**src/hw/rtl/skf_pkg.sv**
```systemverilog
`timescale 1ns / 1ps
// Package for the scalar Kalman filter core: fixed-point widths, payload
// structs, microcode word format and the control program. No dependencies.
package skf_pkg;

    localparam int MEAS_W     = 12;
    localparam int EST_FRAC   = 16;
    localparam int EST_W      = MEAS_W + EST_FRAC;
    localparam int COV_FRAC   = 30;
    localparam int GAIN_W     = COV_FRAC + 1;
    localparam int COV_W      = 32;
    localparam int NOISE_W    = 31;
    localparam int DEN_W      = COV_W + 1;
    localparam int REM_W      = COV_W + 2;
    localparam int MUL_A_W    = COV_W;
    localparam int MUL_B_W    = GAIN_W;
    localparam int PROD_W     = MUL_A_W + MUL_B_W;
    localparam int CNT_W      = 5;
    localparam int CFG_IDX_W  = 4;
    localparam int CFG_DATA_W = 32;
    localparam int STEP_W     = 3;

    localparam logic [CNT_W-1:0]   DIV_LAST  = CNT_W'(GAIN_W - 1);
    localparam logic [GAIN_W-1:0]  UNITY     = GAIN_W'(1) << COV_FRAC;
    localparam logic [PROD_W-1:0]  ROUND_ADD = (PROD_W'(1) << COV_FRAC) - PROD_W'(1);

    localparam logic [NOISE_W-1:0] PN_RESET  = NOISE_W'(107374);
    localparam logic [NOISE_W-1:0] MN_RESET  = NOISE_W'(10737418);
    localparam logic [NOISE_W-1:0] IC_RESET  = NOISE_W'(1073741824);
    localparam logic [EST_W-1:0]   IE_RESET  = EST_W'(0);

    typedef enum logic [CFG_IDX_W-1:0] {
        REG_PROCESS_NOISE     = 4'd0,
        REG_MEASUREMENT_NOISE = 4'd1,
        REG_INITIAL_COV       = 4'd2,
        REG_INITIAL_EST       = 4'd3
    } cfg_reg_t;

    typedef struct packed {
        logic [MEAS_W-1:0] measurement;
        logic              restart;
    } in_item_t;

    typedef struct packed {
        logic [EST_W-1:0]  estimate;
        logic [GAIN_W-1:0] gain;
    } out_item_t;

    typedef enum logic [2:0] {
        OP_ACCEPT,
        OP_PREDICT,
        OP_DENOM,
        OP_DIVIDE,
        OP_MUL_GAIN,
        OP_UPDATE_EST,
        OP_EMIT
    } op_t;

    typedef enum logic [1:0] {
        C_NEVER,
        C_NO_INPUT,
        C_CNT_NZ,
        C_OUT_BUSY
    } cond_t;

    typedef struct packed {
        op_t               op;
        cond_t             cond;
        logic [STEP_W-1:0] target;
        logic [STEP_W-1:0] next;
    } uword_t;

    typedef struct packed {
        logic no_input;
        logic cnt_nz;
        logic out_busy;
    } status_t;

    localparam logic [STEP_W-1:0] ST_ACCEPT  = 3'd0;
    localparam logic [STEP_W-1:0] ST_PREDICT = 3'd1;
    localparam logic [STEP_W-1:0] ST_DENOM   = 3'd2;
    localparam logic [STEP_W-1:0] ST_DIVIDE  = 3'd3;
    localparam logic [STEP_W-1:0] ST_MUL     = 3'd4;
    localparam logic [STEP_W-1:0] ST_UPDATE  = 3'd5;
    localparam logic [STEP_W-1:0] ST_EMIT    = 3'd6;

    function automatic uword_t ucode_rom(input logic [STEP_W-1:0] step);
        uword_t w;
        case (step)
            ST_ACCEPT:  w = '{OP_ACCEPT,     C_NO_INPUT, ST_ACCEPT, ST_PREDICT};
            ST_PREDICT: w = '{OP_PREDICT,    C_NEVER,    ST_ACCEPT, ST_DENOM};
            ST_DENOM:   w = '{OP_DENOM,      C_NEVER,    ST_ACCEPT, ST_DIVIDE};
            ST_DIVIDE:  w = '{OP_DIVIDE,     C_CNT_NZ,   ST_DIVIDE, ST_MUL};
            ST_MUL:     w = '{OP_MUL_GAIN,   C_NEVER,    ST_ACCEPT, ST_UPDATE};
            ST_UPDATE:  w = '{OP_UPDATE_EST, C_NEVER,    ST_ACCEPT, ST_EMIT};
            ST_EMIT:    w = '{OP_EMIT,       C_OUT_BUSY, ST_EMIT,   ST_ACCEPT};
            default:    w = '{OP_ACCEPT,     C_NEVER,    ST_ACCEPT, ST_ACCEPT};
        endcase
        return w;
    endfunction

endpackage

```
**src/hw/rtl/skf_sequencer.sv**
```systemverilog
`timescale 1ns / 1ps
// Microcode sequencer: step counter, control word lookup and branch logic.
// Depends on skf_pkg.
module skf_sequencer import skf_pkg::*; (
    input  logic    aclk,
    input  logic    aresetn,
    input  status_t status,
    output uword_t  uword
);

    logic [STEP_W-1:0] step_reg;
    logic [STEP_W-1:0] step_next;
    logic              taken;

    assign uword = ucode_rom(step_reg);

    always_comb begin
        case (uword.cond)
            C_NEVER:    taken = 1'b0;
            C_NO_INPUT: taken = status.no_input;
            C_CNT_NZ:   taken = status.cnt_nz;
            C_OUT_BUSY: taken = status.out_busy;
            default:    taken = 1'b0;
        endcase
        step_next = taken ? uword.target : uword.next;
    end

    always_ff @(posedge aclk) begin
        if (!aresetn) begin
            step_reg <= ST_ACCEPT;
        end else begin
            step_reg <= step_next;
        end
    end

endmodule

```
**src/hw/rtl/skf_datapath.sv**
```systemverilog
`timescale 1ns / 1ps
// Filter datapath: config registers, state, restoring divider, shared
// multiplier and result register. Driven by the control word; needs skf_pkg.
module skf_datapath import skf_pkg::*; (
    input  logic                  aclk,
    input  logic                  aresetn,
    input  uword_t                uword,
    output status_t               status,
    input  logic                  s_valid,
    output logic                  s_ready,
    input  in_item_t              s_data,
    output logic                  m_valid,
    input  logic                  m_ready,
    output out_item_t             m_data,
    input  logic                  cfg_valid,
    output logic                  cfg_ready,
    input  logic [CFG_IDX_W-1:0]  cfg_index,
    input  logic [CFG_DATA_W-1:0] cfg_data
);

    logic [NOISE_W-1:0] pn_reg, mn_reg, ic_reg;
    logic [EST_W-1:0]   ie_reg;
    logic [EST_W-1:0]   est_reg, est_next;
    logic [COV_W-1:0]   cov_reg, cov_next;
    logic [MEAS_W-1:0]  meas_reg;
    logic [COV_W-1:0]   ppred_reg;
    logic [DEN_W-1:0]   denom_reg;
    logic [REM_W-1:0]   rem_reg, rem_next;
    logic [GAIN_W-1:0]  quo_reg, quo_next;
    logic [CNT_W-1:0]   cnt_reg;
    logic [EST_W-1:0]   diff_reg;
    logic               neg_reg;
    logic [PROD_W-1:0]  prod_reg;
    logic               out_valid_reg;
    out_item_t          out_data_reg;

    logic               accept, emit, out_busy;
    logic [DEN_W-1:0]   pred_sum;
    logic [COV_W-1:0]   ppred_sat;
    logic [EST_W-1:0]   z_fx;
    logic               z_below;
    logic               div_ge;
    logic [REM_W-1:0]   rem_sub;
    logic [MUL_A_W-1:0] mul_a;
    logic [MUL_B_W-1:0] mul_b;
    logic [PROD_W-1:0]  prod_next;
    logic [PROD_W-1:0]  prod_round;
    logic [EST_W-1:0]   step_dn, step_up;

    assign cfg_ready = 1'b1;
    assign out_busy  = out_valid_reg && !m_ready;
    assign s_ready   = (uword.op == OP_ACCEPT);
    assign accept    = s_ready && s_valid;
    assign emit      = (uword.op == OP_EMIT) && !out_busy;
    assign m_valid   = out_valid_reg;
    assign m_data    = out_data_reg;

    assign status.no_input = !s_valid;
    assign status.cnt_nz   = (cnt_reg != '0);
    assign status.out_busy = out_busy;

    always_comb begin
        pred_sum  = {1'b0, cov_reg} + {2'b0, pn_reg};
        ppred_sat = pred_sum[COV_W] ? '1 : pred_sum[COV_W-1:0];
        z_fx      = {meas_reg, EST_FRAC'(0)};
        z_below   = (z_fx < est_reg);

        div_ge    = (denom_reg != '0) && (rem_reg >= {1'b0, denom_reg});
        rem_sub   = div_ge ? (rem_reg - {1'b0, denom_reg}) : rem_reg;
        rem_next  = {rem_sub[REM_W-2:0], 1'b0};
        quo_next  = {quo_reg[GAIN_W-2:0], div_ge};

        if (uword.op == OP_MUL_GAIN) begin
            mul_a = {(MUL_A_W - EST_W)'(0), diff_reg};
            mul_b = quo_reg;
        end else begin
            mul_a = ppred_reg;
            mul_b = UNITY - quo_reg;
        end
        prod_next  = PROD_W'(mul_a) * PROD_W'(mul_b);

        prod_round = prod_reg + ROUND_ADD;
        step_up    = prod_reg[COV_FRAC +: EST_W];
        step_dn    = prod_round[COV_FRAC +: EST_W];
        est_next   = neg_reg ? (est_reg - step_dn) : (est_reg + step_up);
        cov_next   = prod_reg[COV_FRAC +: COV_W];
    end

    always_ff @(posedge aclk) begin
        if (!aresetn) begin
            pn_reg        <= PN_RESET;
            mn_reg        <= MN_RESET;
            ic_reg        <= IC_RESET;
            ie_reg        <= IE_RESET;
            est_reg       <= IE_RESET;
            cov_reg       <= {1'b0, IC_RESET};
            out_valid_reg <= 1'b0;
        end else begin
            if (cfg_valid && cfg_ready) begin
                case (cfg_index)
                    REG_PROCESS_NOISE:     pn_reg <= cfg_data[NOISE_W-1:0];
                    REG_MEASUREMENT_NOISE: mn_reg <= cfg_data[NOISE_W-1:0];
                    REG_INITIAL_COV:       ic_reg <= cfg_data[NOISE_W-1:0];
                    REG_INITIAL_EST:       ie_reg <= cfg_data[EST_W-1:0];
                    default: ;
                endcase
            end
            if (accept && s_data.restart) begin
                est_reg <= ie_reg;
                cov_reg <= {1'b0, ic_reg};
            end
            if (uword.op == OP_UPDATE_EST) begin
                est_reg <= est_next;
            end
            if (emit) begin
                cov_reg       <= cov_next;
                out_valid_reg <= 1'b1;
            end else if (m_ready) begin
                out_valid_reg <= 1'b0;
            end
        end
    end

    always_ff @(posedge aclk) begin
        if (accept) begin
            meas_reg <= s_data.measurement;
        end
        case (uword.op)
            OP_PREDICT: begin
                ppred_reg <= ppred_sat;
                neg_reg   <= z_below;
                diff_reg  <= z_below ? (est_reg - z_fx) : (z_fx - est_reg);
            end
            OP_DENOM: begin
                denom_reg <= {1'b0, ppred_reg} + {2'b0, mn_reg};
                rem_reg   <= {2'b0, ppred_reg};
                quo_reg   <= '0;
                cnt_reg   <= DIV_LAST;
            end
            OP_DIVIDE: begin
                rem_reg <= rem_next;
                quo_reg <= quo_next;
                cnt_reg <= cnt_reg - CNT_W'(1);
            end
            OP_MUL_GAIN, OP_UPDATE_EST: begin
                prod_reg <= prod_next;
            end
            default: ;
        endcase
        if (emit) begin
            out_data_reg.estimate <= est_reg;
            out_data_reg.gain     <= quo_reg;
        end
    end

endmodule

```
**src/hw/rtl/scalar_kalman_filter_core.sv**
```systemverilog
`timescale 1ns / 1ps
// Scalar Kalman filter core, top level: sequencer plus datapath.
// Depends on skf_pkg, skf_sequencer and skf_datapath.
//
// One ADC code in, one filtered estimate (Q12.16) and the gain used (Q1.30)
// out per transfer. Items are processed one at a time: each occupies the core
// for the 31 one-bit steps of the restoring gain divider plus six steps of
// the microprogram (accept, predict, divisor, two passes through the shared
// multiplier, emit). The result register loads in the emit step, and the next
// input transfer can follow in the cycle after. A pending result that is not
// taken holds the core in its emit step; otherwise the result register frees
// the core to accept the next item at once. Configuration writes are accepted
// every cycle and must only be issued while the core is idle.
module scalar_kalman_filter_core import skf_pkg::*; (
    input  logic                  aclk,
    input  logic                  aresetn,
    input  logic                  s_valid,
    output logic                  s_ready,
    input  in_item_t              s_data,
    output logic                  m_valid,
    input  logic                  m_ready,
    output out_item_t             m_data,
    input  logic                  cfg_valid,
    output logic                  cfg_ready,
    input  logic [CFG_IDX_W-1:0]  cfg_index,
    input  logic [CFG_DATA_W-1:0] cfg_data
);

    uword_t  uword;
    status_t status;

    skf_sequencer u_seq (
        .aclk    (aclk),
        .aresetn (aresetn),
        .status  (status),
        .uword   (uword)
    );

    skf_datapath u_dp (
        .aclk      (aclk),
        .aresetn   (aresetn),
        .uword     (uword),
        .status    (status),
        .s_valid   (s_valid),
        .s_ready   (s_ready),
        .s_data    (s_data),
        .m_valid   (m_valid),
        .m_ready   (m_ready),
        .m_data    (m_data),
        .cfg_valid (cfg_valid),
        .cfg_ready (cfg_ready),
        .cfg_index (cfg_index),
        .cfg_data  (cfg_data)
    );

    a_one_item: assert property (@(posedge aclk) disable iff (!aresetn)
        s_valid && s_ready |=> !s_ready)
        else $error("input transfer while an item is in flight");

    a_gain_range: assert property (@(posedge aclk) disable iff (!aresetn)
        m_valid |-> (m_data.gain <= UNITY))
        else $error("gain above unity");

    a_no_early_result: assert property (@(posedge aclk) disable iff (!aresetn)
        s_valid && s_ready |=> !$rose(m_valid))
        else $error("result issued right after input transfer");

endmodule
```
**config.mk**
```make
export PLATFORM = sky130hd
export DESIGN_NAME = scalar_kalman_filter_core
export DESIGN_NICKNAME = d
export VERILOG_FILES = /design/src/hw/rtl/skf_pkg.sv /design/src/hw/rtl/skf_sequencer.sv /design/src/hw/rtl/skf_datapath.sv /design/src/hw/rtl/scalar_kalman_filter_core.sv
export SDC_FILE = /design/constraint.sdc
export NUM_CORES = 2
export LEC_CHECK = 0
export ABC_AREA = 1
export BUFFER_PORTS_ARGS = -buffer_cell sky130_fd_sc_hd__buf_2
export CAP_MARGIN = 30
export CORE_MARGIN = 2
export CORE_UTILIZATION = 31
export DETAILED_ROUTE_END_ITERATION = 16
export GPL_TIMING_DRIVEN = 1
export PLACE_DENSITY = 0.55
export SLEW_MARGIN = 10
export SYNTH_ARGS = -nofsm -noshare
export SYNTH_HDL_FRONTEND = slang
export SYNTH_HIERARCHICAL = 1
export SYNTH_SLANG_ARGS = --single-unit
export TNS_END_PERCENT = 1
```
**constraint.sdc**
```tcl
create_clock -name aclk -period 17.7 [get_ports aclk]
set_clock_uncertainty 0.1 [all_clocks]
set_input_delay 1.77 -clock aclk [delete_from_list [all_inputs] [get_ports aclk]]
set_output_delay 1.77 -clock aclk [all_outputs]
set_load 0.02 [all_outputs]
```
==> key figures <==
Floorplanning
  – Num rows: 162
  – Core area: 0.1948 mm^2
  – DIE WIDTH: 446.7 um
  – Chip Height: 446.7 um
  – DIE AREA: 0.1996 mm^2
  – Io pins: 116
  – Initial Utilization: 31.19%

Synthesis
  – Syn Inst Count: 7595
  – Syn_area_per_cell: 8.000 um^2
  – Synth warnings: 6
  – Synth Cell Area: 0.06076 mm^2
  – Syn nets: 8918

Global routing
  – Initial antenna violation count: 9
  – GRT Total Usage: 22.23%
  – Largest net degree at the start of global routing: 84
  – Met2 GRT Util: 35.54%
  – Vias in the first global route: 51.76k
  – Met1 usage: 30.05%
  – Busiest grt layer: met2
  – Grt met3 use: 3.097%
  – Global-route wire length before repair: 333000 um
  – Gr ovfl total: 0

Worst setup path
  – CP arrival: 11300 ps
  – Worst path most repeated cell: fa_1
  – Crit path required time: 17970 ps
  – Reg2Reg Depth: 29
  – CP max FO: 48
  – Crit path from: u_seq/step_reg[1]
  – Setup crit end kind: flop
  – WS Path Type: reg2reg
  – Critical Path Max Stage Delay: 850 ps
  – Worst reg2reg setup slack: 6670 ps
  – Slowest library cell on the worst path: clkinv_1
  – Worst R2R Start: u_seq/step_reg[1]
  – Worst Setup Start Kind: flop

CTS
  – Clock buffer depth: 3
  – Hold_buf cts: 0
  – PostCTS Resize Cnt: 0
  – Clock Sinks: 482
  – Total CTS buffers: 52
  – Clock latency on the worst-skew pair: 640 ps
  – CTS clock-pin slew for the worst setup and hold paths: 60 ps
  – Root buf cell: clkbuf_16
  – Post-CTS setup buffer count: 0
  – CTS tree: done
  – CTS H-tree depth: 2

Timing
  – Setup TNS: 0 ps
  – Final min period: 11030 ps
  – Slew margin rel.: 31.44%
  – FMAX: 90.68 MHz
  – Period utilization: 62.31%
  – RSZ-0062 raised after global routing: no
  – Worst slew pin tran: 1027 ps
  – Final Hold Vio Count: 0
  – Endpoints failing setup: 0
  – Max Transition Viols Final: 0

Final layout
  – Fillcell total: 20.46k
  – Final net count: 8957
  – Commonest non-fill, non-tap cell in the layout: nand2_1
  – Ratio of cells with drive above 1 in the final layout: 5.940%
  – Most frequent cells in the layout: nand2_1, inv_1, nor2_1
  – Max FFs per register: 62
  – P&R area growth vs syn: 9.781%

Detailed routing
  – Via count: 51.60k
  – DR WL/cell: 21.51 um
  – DR iter-0 viols: 4445
  – Vias per inst: 5.007
  – DRC viols: 0
  – Final ANT Viol Nets: 0
  – Pre-antenna DRT Iters: 6
  – Final wirelength: 221600 um

Min path
  – Hold_sp: u_dp/ie_reg[6]
  – Worst hold stages: 2
  – HP Class: reg2reg

Placed design
  – Hpwl dp: 181900 um
  – IO Port Bufs: 113
  – Gpl congestion: 0.9765

Flow run
  – Max Cap Viol: 0

Run status
  – Outcome: complete, no violations
## area by class of cell
class | instances | area (um^2) | area share (%)
Clock inverter | 35 | 369.1 | 0.5533
Sequential cell | 482 | 12620 | 18.92
Antenna cell | 4 | 10.01 | 0.01501
Timing Repair Buffer | 240 | 1877 | 2.814
Clock buffer | 62 | 1423 | 2.133
Inverter | 1488 | 5594 | 8.386
Multi-Input combinational cell | 5370 | 41530 | 62.25
Tap cell | 2624 | 3283 | 4.922
## final timing paths
check	to
max reg2reg	u_dp/prod_reg[50]
min	u_dp/ie_reg[6]
min reg2reg	u_dp/ie_reg[6]
max	u_dp/prod_reg[50]
## critical path: cells and delay by family (launching register included)
kind | cells | cell delay (ps)
buffers and inverters | 7 | 2250
adder cells (fa/ha/maj) | 9 | 4430
AO/OA/AOI/OAI | 8 | 2410
AND/OR/NAND/NOR | 4 | 890
XOR/XNOR | 1 | 210
flip-flops | 1 | 420
## metrics by stage
step	instance area, um^2	hold slack [ps]	std cells	setup slack (ps)	util [%]
after global placement	64410	334.4	10190	6807	33.06
after floorplan	60760	320.5	7595	9466	-
after global routing	66700	364.4	10300	6320	34.24
after CTS	66540	348.4	10300	6738	34.16
final	66710	347.7	10310	6672	34.24
after detailed placement	64750	336.6	10200	6796	33.24
## routing by layer
metal	wire length [um]	share of wire (%)	up-vias
met2	100300	45	1915
li1	-	-	23600
met4	11270	5.1	2
met5	12	0.0054	-
met3	15690	7.1	385
met1	94390	43	25700
Power is left out: the tool's default activity adds up to more than one toggle a clock period on the data nets, which glitch-free logic cannot reach.
